$ cat config.mk
export PLATFORM = sky130hd
export DESIGN_NAME = grid_rectangle_occupancy_core
export DESIGN_NICKNAME = d
export VERILOG_FILES = /design/src/hw/rtl/gro_pkg.sv /design/src/hw/rtl/gro_ram.sv /design/src/hw/rtl/grid_rectangle_occupancy_core.sv
export SDC_FILE = /design/constraint.sdc
export NUM_CORES = 2
export LEC_CHECK = 0
export BUFFER_PORTS_ARGS = -buffer_cell sky130_fd_sc_hd__buf_2
export CAP_MARGIN = 15
export CORE_MARGIN = 2
export CORE_UTILIZATION = 30
export CTS_CLUSTER_SIZE = 12
export DETAILED_ROUTE_END_ITERATION = 8
export GPL_ROUTABILITY_DRIVEN = 0
export PLACE_DENSITY_LB_ADDON = 0.3
export SLEW_MARGIN = 0
export SYNTH_ARGS = -nofsm -noshare
export SYNTH_HDL_FRONTEND = slang
export SYNTH_SLANG_ARGS = --single-unit
$ cat constraint.sdc
create_clock -name aclk -period 9.2 [get_ports aclk]
set_input_delay 1.38 -clock aclk [delete_from_list [all_inputs] [get_ports aclk]]
set_output_delay 1.38 -clock aclk [all_outputs]
set_load 0.03 [all_outputs]
$ cat src/hw/rtl/gro_pkg.sv
// ----------------------------------------------------------------------------
// gro_pkg: shared definitions of the rectangle occupancy grid
// Widths, register indexes, reset values, command codes and the sequencer state type.
// ----------------------------------------------------------------------------
package gro_pkg;

    // Largest grid side in cells; the bitmap holds MAX_SIDE rows of MAX_SIDE bits.
    localparam int MAX_SIDE = 64;
    localparam int SIDE_W   = $clog2(MAX_SIDE);
    // Effective cell count after saturation, 0 to MAX_SIDE.
    localparam int CNTE_W   = SIDE_W + 1;
    // Quotient bits: an in-grid offset is below twice the grid span.
    localparam int QB       = SIDE_W + 1;
    localparam int BIT_W    = $clog2(QB);

    localparam int CNT_W    = 7;
    localparam int SIZE_W   = 12;
    localparam int COORD_W  = 16;

    localparam int PROD_W   = CNTE_W + SIZE_W;
    localparam int OFF_W    = ((PROD_W + 1 > COORD_W + 1) ? PROD_W + 1 : COORD_W + 1) + 1;
    localparam int DSR_W    = SIZE_W + 1 + SIDE_W;

    localparam int CFG_IDX_W = 1;
    localparam logic [CFG_IDX_W-1:0] REG_CELL_COUNT = 1'b0;
    localparam logic [CFG_IDX_W-1:0] REG_CELL_SIZE  = 1'b1;

    localparam logic [CNT_W-1:0]  CELL_COUNT_RESET = 7'd64;
    localparam logic [SIZE_W-1:0] CELL_SIZE_RESET  = 12'd16;

    localparam logic CMD_TEST = 1'b0;
    localparam logic CMD_MARK = 1'b1;

    typedef enum logic [2:0] {
        ST_IDLE,
        ST_SETUP,
        ST_DIV,
        ST_SPAN,
        ST_WALK,
        ST_DONE
    } state_t;

endpackage

$ cat src/hw/rtl/gro_ram.sv
// ----------------------------------------------------------------------------
// gro_ram: generic simple dual-port RAM
// One write port and one read port with registered read data.
// ----------------------------------------------------------------------------
module gro_ram #(
    parameter int WIDTH = 8,
    parameter int DEPTH = 16
) (
    input  logic                     aclk,
    input  logic                     wr_en,
    input  logic [$clog2(DEPTH)-1:0] wr_addr,
    input  logic [WIDTH-1:0]         wr_data,
    input  logic                     rd_en,
    input  logic [$clog2(DEPTH)-1:0] rd_addr,
    output logic [WIDTH-1:0]         rd_data
);

    logic [WIDTH-1:0] mem [DEPTH];

    always_ff @(posedge aclk) begin
        if (wr_en) begin
            mem[wr_addr] <= wr_data;
        end
        if (rd_en) begin
            rd_data <= mem[rd_addr];
        end
    end

endmodule

$ cat src/hw/rtl/grid_rectangle_occupancy_core.sv
// ----------------------------------------------------------------------------
// grid_rectangle_occupancy_core: rectangle mark and test on an occupancy grid
// Flow: each corner in turn is set up and divided by the shared restoring
// divider, a span step follows, then a row walk unless a corner is outside,
// then the result register; a stalled result holds the sequencer in ST_DONE. One
// word is in work at a time and the next is taken only once the result is
// registered; the shared restoring divider and the single bitmap read port set that.
// Reset (aresetn low, synchronous) restores cell_count 64 and cell_size 16 and
// marks every bitmap row as free at once through per-row valid bits.
// ----------------------------------------------------------------------------
module grid_rectangle_occupancy_core (
    input  logic                          aclk,
    input  logic                          aresetn,
    // Configuration write port.
    input  logic                          cfg_wr_en,
    input  logic [gro_pkg::CFG_IDX_W-1:0] cfg_index,
    input  logic [gro_pkg::SIZE_W-1:0]    cfg_wdata,
    // Input channel.
    input  logic                          s_valid,
    output logic                          s_ready,
    input  logic                          s_command,
    input  logic signed [15:0]            s_corner_a_x,
    input  logic signed [15:0]            s_corner_a_y,
    input  logic signed [15:0]            s_corner_b_x,
    input  logic signed [15:0]            s_corner_b_y,
    // Result channel.
    output logic                          m_valid,
    input  logic                          m_ready,
    output logic                          m_region_free,
    output logic                          m_corner_outside
);

    import gro_pkg::*;

    // The bitmap is stored as MAX_SIDE rows, one per x cell index, each row
    // holding one bit per y cell index. A row whose valid bit is clear has
    // never been written since reset and reads as all free.

    state_t state_reg, state_next;

    logic [CNT_W-1:0]  cell_count_reg, cell_count_next;
    logic [SIZE_W-1:0] cell_size_reg, cell_size_next;

    // Effective configuration, and the grid span cnt*size, which is registered every
    // cycle so that the multiplier stands alone between registers.
    logic [CNTE_W-1:0] eff_cnt;
    logic [SIZE_W-1:0] eff_sz;
    logic [PROD_W-1:0] prod_reg, prod_next;

    // Captured input word.
    logic                      cmd_reg, cmd_next;
    logic signed [COORD_W-1:0] coord_reg [4];
    logic signed [COORD_W-1:0] coord_next [4];

    // Divider state.
    logic [1:0]       k_reg, k_next;
    logic [BIT_W-1:0] bit_reg, bit_next;
    logic [OFF_W-1:0] rem_reg, rem_next;
    logic [DSR_W-1:0] dsr_reg, dsr_next;
    logic [QB-1:0]    q_reg, q_next;
    logic             outside_reg, outside_next;
    logic [SIDE_W-1:0] cell_reg [4];
    logic [SIDE_W-1:0] cell_next [4];

    // Walk state.
    logic [SIDE_W-1:0]   x1_reg, x1_next;
    logic [SIDE_W:0]     rd_x_reg, rd_x_next;
    logic                pend_reg, pend_next;
    logic [SIDE_W-1:0]   pend_x_reg, pend_x_next;
    logic [MAX_SIDE-1:0] mask_reg, mask_next;
    logic                busy_reg, busy_next;
    logic [MAX_SIDE-1:0] row_valid_reg, row_valid_next;

    // Result register.
    logic m_valid_reg, m_valid_next;
    logic m_free_reg, m_free_next;
    logic m_out_reg, m_out_next;

    // Combinational helpers.
    logic signed [OFF_W-1:0] p2;
    logic signed [OFF_W-1:0] prod_ext;
    logic signed [OFF_W-1:0] off2;
    logic                    coord_outside;
    logic [OFF_W:0]          trial;
    logic                    qbit;
    logic [SIDE_W-1:0]       x0, y0, y1;
    logic                    rd_en;
    logic [MAX_SIDE-1:0]     rd_data;
    logic [MAX_SIDE-1:0]     row;
    logic                    wr_en;
    logic [MAX_SIDE-1:0]     wr_data;
    logic                    accept;
    logic                    out_load;
    logic                    div_last;
    logic                    walk_end;

    assign accept   = s_valid && s_ready;
    assign s_ready  = (state_reg == ST_IDLE);
    assign m_valid  = m_valid_reg;
    assign m_region_free    = m_free_reg;
    assign m_corner_outside = m_out_reg;

    // Saturate the count to the grid capacity and treat a zero size as one.
    assign eff_cnt = (32'(cell_count_reg) > MAX_SIDE) ? CNTE_W'(MAX_SIDE)
                                                      : CNTE_W'(cell_count_reg);
    assign eff_sz  = (cell_size_reg == '0) ? SIZE_W'(1) : cell_size_reg;
    assign prod_next = PROD_W'(eff_cnt) * PROD_W'(eff_sz);

    // Doubled coordinate offset from the grid origin. A corner is outside when
    // the offset is negative or when 2p reaches cnt*size, which is the same as
    // the cell index reaching cnt.
    assign p2       = OFF_W'(coord_reg[k_reg]) <<< 1;
    assign prod_ext = OFF_W'(prod_reg);
    assign off2     = p2 + prod_ext;
    assign coord_outside = off2[OFF_W-1] || (p2 >= prod_ext);

    // One restoring division step against the shifted doubled cell size.
    assign trial = {1'b0, rem_reg} - {1'b0, OFF_W'(dsr_reg)};
    assign qbit  = !trial[OFF_W];
    assign div_last = (bit_reg == '0);

    // Rectangle bounds from the four cell indexes.
    assign x0 = (cell_reg[0] < cell_reg[2]) ? cell_reg[0] : cell_reg[2];
    assign y0 = (cell_reg[1] < cell_reg[3]) ? cell_reg[1] : cell_reg[3];
    assign y1 = (cell_reg[1] < cell_reg[3]) ? cell_reg[3] : cell_reg[1];

    // Walk: a new row is read while the row read in the previous cycle is tested
    // and, for a mark, written back with the rectangle's bits set.
    assign rd_en    = (state_reg == ST_WALK) && (rd_x_reg <= {1'b0, x1_reg});
    assign walk_end = !rd_en && !pend_reg;
    assign row      = row_valid_reg[pend_x_reg] ? rd_data : '0;
    assign wr_en    = (state_reg == ST_WALK) && pend_reg && (cmd_reg == CMD_MARK);
    assign wr_data  = row | mask_reg;
    assign out_load = (state_reg == ST_DONE) && (!m_valid_reg || m_ready);

    gro_ram #(
        .WIDTH (MAX_SIDE),
        .DEPTH (MAX_SIDE)
    ) u_bitmap (
        .aclk    (aclk),
        .wr_en   (wr_en),
        .wr_addr (pend_x_reg),
        .wr_data (wr_data),
        .rd_en   (rd_en),
        .rd_addr (rd_x_reg[SIDE_W-1:0]),
        .rd_data (rd_data)
    );

    // Next state of the sequencer.
    always_comb begin
        state_next = state_reg;
        case (state_reg)
            ST_IDLE: begin
                if (accept) begin
                    state_next = ST_SETUP;
                end
            end
            ST_SETUP: begin
                state_next = ST_DIV;
            end
            ST_DIV: begin
                if (div_last) begin
                    state_next = (k_reg == 2'd3) ? ST_SPAN : ST_SETUP;
                end
            end
            ST_SPAN: begin
                state_next = outside_reg ? ST_DONE : ST_WALK;
            end
            ST_WALK: begin
                if (walk_end) begin
                    state_next = ST_DONE;
                end
            end
            ST_DONE: begin
                if (out_load) begin
                    state_next = ST_IDLE;
                end
            end
            default: begin
                state_next = ST_IDLE;
            end
        endcase
    end

    // Datapath and result register next values.
    always_comb begin
        cell_count_next = cell_count_reg;
        cell_size_next  = cell_size_reg;
        cmd_next        = cmd_reg;
        coord_next      = coord_reg;
        k_next          = k_reg;
        bit_next        = bit_reg;
        rem_next        = rem_reg;
        dsr_next        = dsr_reg;
        q_next          = q_reg;
        outside_next    = outside_reg;
        cell_next       = cell_reg;
        x1_next         = x1_reg;
        rd_x_next       = rd_x_reg;
        pend_next       = pend_reg;
        pend_x_next     = pend_x_reg;
        mask_next       = mask_reg;
        busy_next       = busy_reg;
        row_valid_next  = row_valid_reg;
        m_free_next     = m_free_reg;
        m_out_next      = m_out_reg;
        m_valid_next    = m_valid_reg && !m_ready;

        if (cfg_wr_en) begin
            case (cfg_index)
                REG_CELL_COUNT: cell_count_next = cfg_wdata[CNT_W-1:0];
                REG_CELL_SIZE:  cell_size_next  = cfg_wdata;
                default:        cell_size_next  = cell_size_reg;
            endcase
        end

        case (state_reg)
            ST_IDLE: begin
                if (accept) begin
                    cmd_next      = s_command;
                    coord_next[0] = s_corner_a_x;
                    coord_next[1] = s_corner_a_y;
                    coord_next[2] = s_corner_b_x;
                    coord_next[3] = s_corner_b_y;
                    k_next        = 2'd0;
                    outside_next  = 1'b0;
                end
            end
            ST_SETUP: begin
                rem_next     = off2;
                dsr_next     = DSR_W'({eff_sz, 1'b0}) << SIDE_W;
                bit_next     = BIT_W'(QB - 1);
                outside_next = outside_reg || coord_outside;
            end
            ST_DIV: begin
                if (qbit) begin
                    rem_next = trial[OFF_W-1:0];
                end
                q_next   = {q_reg[QB-2:0], qbit};
                dsr_next = dsr_reg >> 1;
                bit_next = bit_reg - BIT_W'(1);
                if (div_last) begin
                    cell_next[k_reg] = q_next[SIDE_W-1:0];
                    k_next           = k_reg + 2'd1;
                end
            end
            ST_SPAN: begin
                x1_next   = (cell_reg[0] < cell_reg[2]) ? cell_reg[2] : cell_reg[0];
                rd_x_next = {1'b0, x0};
                pend_next = 1'b0;
                busy_next = 1'b0;
                mask_next = ({MAX_SIDE{1'b1}} << y0)
                          & ({MAX_SIDE{1'b1}} >> (SIDE_W'(MAX_SIDE - 1) - y1));
            end
            ST_WALK: begin
                pend_next   = rd_en;
                pend_x_next = rd_x_reg[SIDE_W-1:0];
                if (rd_en) begin
                    rd_x_next = rd_x_reg + (SIDE_W + 1)'(1);
                end
                if (pend_reg) begin
                    busy_next = busy_reg || (|(row & mask_reg));
                end
                if (wr_en) begin
                    row_valid_next[pend_x_reg] = 1'b1;
                end
            end
            ST_DONE: begin
                if (out_load) begin
                    m_valid_next = 1'b1;
                    m_free_next  = !outside_reg && !busy_reg;
                    m_out_next   = outside_reg;
                end
            end
            default: begin
                m_valid_next = m_valid_reg && !m_ready;
            end
        endcase
    end

    // Control registers.
    always_ff @(posedge aclk) begin
        if (!aresetn) begin
            state_reg      <= ST_IDLE;
            cell_count_reg <= CELL_COUNT_RESET;
            cell_size_reg  <= CELL_SIZE_RESET;
            row_valid_reg  <= '0;
            m_valid_reg    <= 1'b0;
        end else begin
            state_reg      <= state_next;
            cell_count_reg <= cell_count_next;
            cell_size_reg  <= cell_size_next;
            row_valid_reg  <= row_valid_next;
            m_valid_reg    <= m_valid_next;
        end
    end

    // Payload registers.
    always_ff @(posedge aclk) begin
        prod_reg    <= prod_next;
        cmd_reg     <= cmd_next;
        coord_reg   <= coord_next;
        k_reg       <= k_next;
        bit_reg     <= bit_next;
        rem_reg     <= rem_next;
        dsr_reg     <= dsr_next;
        q_reg       <= q_next;
        outside_reg <= outside_next;
        cell_reg    <= cell_next;
        x1_reg      <= x1_next;
        rd_x_reg    <= rd_x_next;
        pend_reg    <= pend_next;
        pend_x_reg  <= pend_x_next;
        mask_reg    <= mask_next;
        busy_reg    <= busy_next;
        m_free_reg  <= m_free_next;
        m_out_reg   <= m_out_next;
    end

endmodule
Word level (Yosys, flattened, before mapping)
Memories as Yosys holds them, arrays and structs flattened. A register that Yosys moved wholly into a read port is not among the register bits. Cells that the tools add are included.

Memories: 1. Flip-flop bits (word level): 333. RAM bits: 4096. Output and inout port bits: 4. Word-level logic and storage cells: 150. Input bits: 83.

Multipliers: 1. Magnitude comparators: 9. Bitwise logic cells: 6. Mux-type cells: 42. Reductions and logical operators: 41. Add/subtract/negate cells: 6. Equal/unequal tests: 13. Shift-type cells: 2.

Memory list: u_bitmap.mem (words 64, width 64, read ports 1, clocked after Yosys merged registers in 1, wr ports 1, line gro_ram.sv:18) `logic [WIDTH-1:0] mem [DEPTH];`.

Operators by type and width (number): $and 64x64->64 (2); $or 64x64->64 (2); $mux 64 (1); $reduce_or 64->1 (1); $shl 64x6->64 const A (1); $shr 64x6->64 const A (1); $pmux 21 s2 (1); $pmux 19 s2 (1); $bmux 16 s2 (1); $mux 16 (2); $mux 6 (5); $bwmux 24 (1); $sub 21x19->22 (1); $add 17x20->21 (1); $mux 21 (1); $ge 17x20->1 (1); $reduce_and 2->1 (10); $mul 7x12->19 (1); $pmux 3 s6 (1); $mux 7 (2); $pmux 7 s2 (1); $demux 6 s2 (1); $logic_not 12->1 (1); $lt 6x6->1 (2); 34 further kinds (78).

Longest topological paths before layout
Word-level depth: 8. Gate-level depth with buffers: 21.

Modules after synthesis
Synthesis repeated with hierarchy kept, for this count alone.

Cell total of the unflattened synthesis: 8464. Area total of the unflattened synthesis: 176887.1 um^2.

By module, submodules not included: gro_ram (times used 1, cells each 6598, seq. area each 124919.8 um^2, area an instance 156989.3 um^2); grid_rectangle_occupancy_core (times used 1, cells each 1866, seq. area each 8938.6 um^2, area an instance 19897.8 um^2).

Worst setup path before layout
Ideal clock, no wire load.

Path type: register to register. From: register rd_x_reg[0]. To: register pend_reg (data pin). Path slack: 1.854 ns. Stages on the path, launching flop included: 13. Arrival: 6.273 ns. Required time: 8.127 ns. Library setup time: 1.073 ns. Cell sequence: edfxtp_1 -> buf_2 -> clkbuf_1 -> buf_2 -> inv_1 -> ha_1 -> nor2b_1 -> o21a_1 -> o21a_1 -> o21a_1 -> o21ai_0 -> a32oi_1 -> nor3_1.

Word-level cells in the longest chain between the ends: 3.

Ends and longest elaborated chain: from (decl) (line grid_rectangle_occupancy_core.sv:67) `logic [SIDE_W:0] rd_x_reg, rd_x_next;`; from (signal assigned) (line grid_rectangle_occupancy_core.sv:311) `rd_x_reg <= rd_x_next;`; $le 7x6->1 (line grid_rectangle_occupancy_core.sv:129) `assign rd_en = (state_reg == ST_WALK) && (rd_x_reg <= {1'b0, x1_reg});`; $logic_and 1x1->1 (line grid_rectangle_occupancy_core.sv:129); $pmux 1 s2 (line grid_rectangle_occupancy_core.sv:217) `case (state_reg)`; net pend_next (line grid_rectangle_occupancy_core.sv:68) `logic pend_reg, pend_next;`; to (signal assigned) (line grid_rectangle_occupancy_core.sv:312) `pend_reg <= pend_next;`; to (decl) (line grid_rectangle_occupancy_core.sv:68).

The timed path passes the listed nets, and every way through them passes these cells. A chain may end at the register's enable or synchronous reset.

Final worst setup path
From: register state_reg[2]. To: memory u_bitmap.mem[9][44] (netlist bit), enable pin.

Word-level cells in the longest chain between the ends: 5.

Ends and longest elaborated chain: from (decl) (line grid_rectangle_occupancy_core.sv:39) `state_t state_reg, state_next;`; from (signal assigned) (line grid_rectangle_occupancy_core.sv:290) `state_reg <= state_next;`; $eq 3x3->1 (line grid_rectangle_occupancy_core.sv:132) `assign wr_en = (state_reg == ST_WALK) && pend_reg && (cmd_reg == CMD_MARK);`; $logic_and 1x1->1 (2 in series) (line grid_rectangle_occupancy_core.sv:132); $mux 1 (line gro_ram.sv:21) `if (wr_en) begin`; $mux 1 (not written as such) (line gro_ram.sv:22) `mem[wr_addr] <= wr_data;`; to (decl) (line gro_ram.sv:18).

No other way between the ends.

==> results list <==
* Comb power frac: 0.155
* Synth top area share: 0.747
* Global routing's busiest layer: met2
- Count of yosys warnings during synthesis: 0
- The first global-routing pass estimated 682 mm of wire.
* Cells after Synth: 7708
- TritonCTS buffer count: 451
- The routed design could run at a clock period as short as 5.39 ns.
- Dividing the detail-routed via count by the number of cells gives 5.20.
- Across every metal layer, demand over resource in global routing totals 0.160.
* Synthesized-area fraction occupied by and/or/nand/nor cells: 0.0145
* Post-Route Utilization: 0.343
* Delay of the slowest cell on the worst path: 0.90 ns
- Post-CTS sizing: 0
- Of the total power, the share spent switching nets is 0.255.
- Max reg flops: 4096
- The core region is 586000 um^2.
- For this design the ratio of total power to cell area is 242 nW/um^2.
- The run finished, with violations left.
* Smallest hold slack: 0.463 ns
- The first TritonRoute pass finished after 7 iterations.
- For this block, the via count after detailed routing is 84300.
- Distinct cells, synth: 72
* Fraction of the mapped netlist area in compound gates: 0.0190
* Highest attainable clock frequency: 0.185 GHz
- The worst setup path is of the reg2reg kind.
* Number of max-capacitance violations reported: 0
* CP cell instances: nand2b_1 > or2_1 > inv_2 > nand2_1 > nor3b_1 > nand3b_1 > nor2_4 > buf_12
* Cell-internal power: 0.0362 W
* Post-detail-place hpwl: 266 mm
* Clock tree sinks: 4493
- Global routing usage on met3: 0.0223
- Post-synthesis mux area share: 0.178
- Hold buffers post-CTS: 0
* Insertion delay to the later sink of the worst-skew pair: 1.03 ns
- The floorplan step set the die height to 771 um.
- Maximum number of pins on one net before global-route repair: 137
- Each instance of the synthesized netlist takes up on average 22.9 um^2.
- Clock input transition at the sequential cells of the worst setup and hold paths: 0.06 ns
- Violated checks: max-slew violations
* Final worst-path cycle share: 0.586
- The biggest area contributor in the post-synthesis netlist is sky130_fd_sc_hd__edfxtp_1.
- Met2 usage in global routing: 0.272
- At the pin with the least slew margin, the transition time is 1.52 ns.
- After detailed routing, the number of remaining DRC violations is 0.
* Global-route met1 utilization: 0.216
- Sum of internal, switching and leakage power: 0.0486 W
- Row generation in the floorplan step produced 281 rows.
* Synthesized-area fraction occupied by xor and xnor cells: 0.00253
- In this run the number of H-tree levels came out at 5.
* Clock tree from TritonCTS: built
- Sequential fraction of design power: 0.495
- After synthesis, the cell types taking the most area are sky130_fd_sc_hd__edfxtp_1 (75%), sky130_fd_sc_hd__mux4_2 (17%), sky130_fd_sc_hd__dfxtp_1 (1.2%).
- Setup violations remaining at the end of the flow were counted as 0.
* Count of port buffers added during placement: 86
- Number of storage elements in the synthesis netlist: 4493
* Syn_nets: 7959
- Share of the yosys chip area belonging to registers: 0.759
- Layout Area Growth over Synthesis: 14.1%
- Maximum buffer depth of the clock tree: 4
- Setup TNS: 0 ns
* Primary FF master, synth: sky130_fd_sc_hd__edfxtp_1
- After the first detailed-routing iteration, the DRC count stood at 10400.
* Tightest slew margin relative to the limit: -0.0130
- Count of final hold-check violations: 0
- Horizontal die dimension: 771 um
- Post-CTS setup buffer count: 0
- Of the total synthesized cell area, the portion taken by full adders, half adders and majority gates is 0.0141.
- Critical path arrival: 5.99 ns
- The critical path contains buffers and inverters numbering 2 combined.
- Slowest cell on the critical path: sky130_fd_sc_hd__nor2_4
* Highest fanout seen on the critical path: 52
* Die Area: 594000 um^2
- The final max-slew violation count was 11.
- Average routed wire per standard cell: 30.0 um
- CTS root buf: sky130_fd_sc_hd__clkbuf_16
* Crit path capture type: register
- Worst ir drop on vdd: 0.169 mV
* Fraction of power consumed by the clock network: 0.350
- Top Family by Delay on Critical Path: simple AND/OR/NAND/NOR gates
* P_leak: 62.0 nW
- Of the cells placed in the final design, the portion with a size suffix greater than 1 is 0.280.
- Number of nets with antenna violations after routing: 0
- Setup repair after global routing left no endpoint under its margin.
* Main combinational cell family by area after synthesis: multiplexers
* Net load switching power: 0.0124 W
- On the final layout, the worst clock skew is 0.0653 ns.
- Counting flops with an async set or reset pin after synthesis yields a share of 0.
- Kind of start point of the critical path: register
* Initial antenna violation count: 30
- For this run the aggregate overflow at the end of global routing stands at 0.
- The initial utilization of the core area, before any placement, comes to 0.301.
- At the worst endpoint, the required time is 9.79 ns.
- More flip-flops sit in one register than any other, and that register is u_bitmap.mem.
- Post-layout nets: 8374
* Combined area of all synthesized cells: 176000 um^2
- Wirelength, routed: 487 mm
- Count of flip-flops with a built-in enable after synthesis: 4387
- The worst hold path belongs to the class reg2reg.
- 87 I/O pins were placed.
- Number of global-route vias before repair: 86300
through the flow:
stage                     worst slack, ns  instances  instance area, um^2
after CTS                            3.91      16200               201000
after floorplan                      1.85       7708               176000
after global placement               3.86      15400               188000
after detailed placement             3.96      15500               188000
final                                3.81      16200               201000
after global routing                 3.57      16200               201000
cell type report:
class	count	area (um^2)
sequential	4493	134000
tap	7782	9740
clock inverter	142	1110
antenna	8	20.0
multi-input combinational	2671	40800
clock buffer	611	12100
fill	54000	385000
timing repair buffer	354	2880
inverter	152	572
synthesized netlist by cell type, types with 3 or more instances:
library cell / number
sky130_fd_sc_hd__inv_1: 149
sky130_fd_sc_hd__a21boi_0: 12
sky130_fd_sc_hd__clkbuf_1: 243
sky130_fd_sc_hd__mux4_2: 1360
sky130_fd_sc_hd__or2_2: 6
sky130_fd_sc_hd__a31oi_1: 15
sky130_fd_sc_hd__a22o_1: 12
sky130_fd_sc_hd__o221ai_1: 4
sky130_fd_sc_hd__nor2b_1: 38
sky130_fd_sc_hd__ha_1: 117
sky130_fd_sc_hd__buf_2: 122
sky130_fd_sc_hd__nand3b_1: 9
sky130_fd_sc_hd__and3_1: 6
sky130_fd_sc_hd__and2_1: 65
sky130_fd_sc_hd__nand2b_1: 23
sky130_fd_sc_hd__o21a_1: 79
sky130_fd_sc_hd__nand4_1: 10
sky130_fd_sc_hd__mux2_1: 18
sky130_fd_sc_hd__nand2_1: 140
sky130_fd_sc_hd__o311a_1: 3
sky130_fd_sc_hd__o21ai_1: 15
sky130_fd_sc_hd__o31ai_1: 8
sky130_fd_sc_hd__nor2_1: 147
sky130_fd_sc_hd__xnor2_1: 34
sky130_fd_sc_hd__dfxtp_1: 106
sky130_fd_sc_hd__nand4b_1: 3
sky130_fd_sc_hd__a21o_1: 78
sky130_fd_sc_hd__nand3_1: 33
sky130_fd_sc_hd__buf_1: 24
sky130_fd_sc_hd__or3_1: 6
sky130_fd_sc_hd__fa_1: 51
sky130_fd_sc_hd__a221oi_1: 35
sky130_fd_sc_hd__xor2_1: 17
sky130_fd_sc_hd__o21ai_0: 43
sky130_fd_sc_hd__edfxtp_1: 4387
sky130_fd_sc_hd__mux2_2: 16
sky130_fd_sc_hd__nor3_1: 33
sky130_fd_sc_hd__a211oi_1: 27
sky130_fd_sc_hd__o211ai_1: 6
sky130_fd_sc_hd__mux2i_1: 39
sky130_fd_sc_hd__a21oi_1: 96
sky130_fd_sc_hd__o21bai_1: 10
sky130_fd_sc_hd__a22oi_1: 23
sky130_fd_sc_hd__nor4_1: 7
power groups by stage:
stage	clock network, W	logic, W	registers [W]
final	0.0170	0.00753	0.0241
after global routing	0.0181	0.00808	0.0241
after CTS	0.0174	0.00767	0.0241
after detailed placement	0	0.00764	0.0245
after global placement	0	0.00748	0.0245
after floorplan	0	0.00506	0.0244
per-layer routing:
layer | up-vias | share of wire
li1 | 33500 | -
met5 | - | 0.000025
met2 | 3378 | 0.50
met3 | 645 | 0.066
met4 | 2 | 0.027
met1 | 46800 | 0.41
placed cells by master, fill, tap and decap left out, drive strengths merged, types with 65 or more instances in the layout:
| master | Yosys | final |
|---|---|---|
| clkinv | 2 | 124 |
| and2 | 65 | 65 |
| edfxtp | 4387 | 4387 |
| buf | 149 | 354 |
| mux4 | 1360 | 1360 |
| a21o | 78 | 78 |
| dfxtp | 106 | 106 |
| clkbuf | 243 | 611 |
| o21a | 79 | 79 |
| nor2 | 147 | 147 |
| inv | 150 | 161 |
| nand2 | 140 | 140 |
| ha | 117 | 117 |
| a21oi | 96 | 96 |
logic make-up after synthesis:
logic type               Yosys count
adder cells (fa/ha/maj)          168
multiplexers                    1435
AO/OA/AOI/OAI                    486
buffers and inverters            544
flip-flops                      4493
AND/OR/NAND/NOR                  531
XOR/XNOR                          51
final timing paths:
path                                 start                             to  slack (ns)  cells after the start
max              state_reg[2]$_SDFFE_PN0P_  u_bitmap.mem[9][44]$_DFFE_PP_        3.81                      8
min          row_valid_reg[2]$_SDFFE_PN0P_  row_valid_reg[2]$_SDFFE_PN0P_        0.46                      1
max reg2reg      state_reg[2]$_SDFFE_PN0P_  u_bitmap.mem[9][44]$_DFFE_PP_        3.81                      8
min reg2reg  row_valid_reg[2]$_SDFFE_PN0P_  row_valid_reg[2]$_SDFFE_PN0P_        0.46                      1
Power figures use the tool's default switching activity.
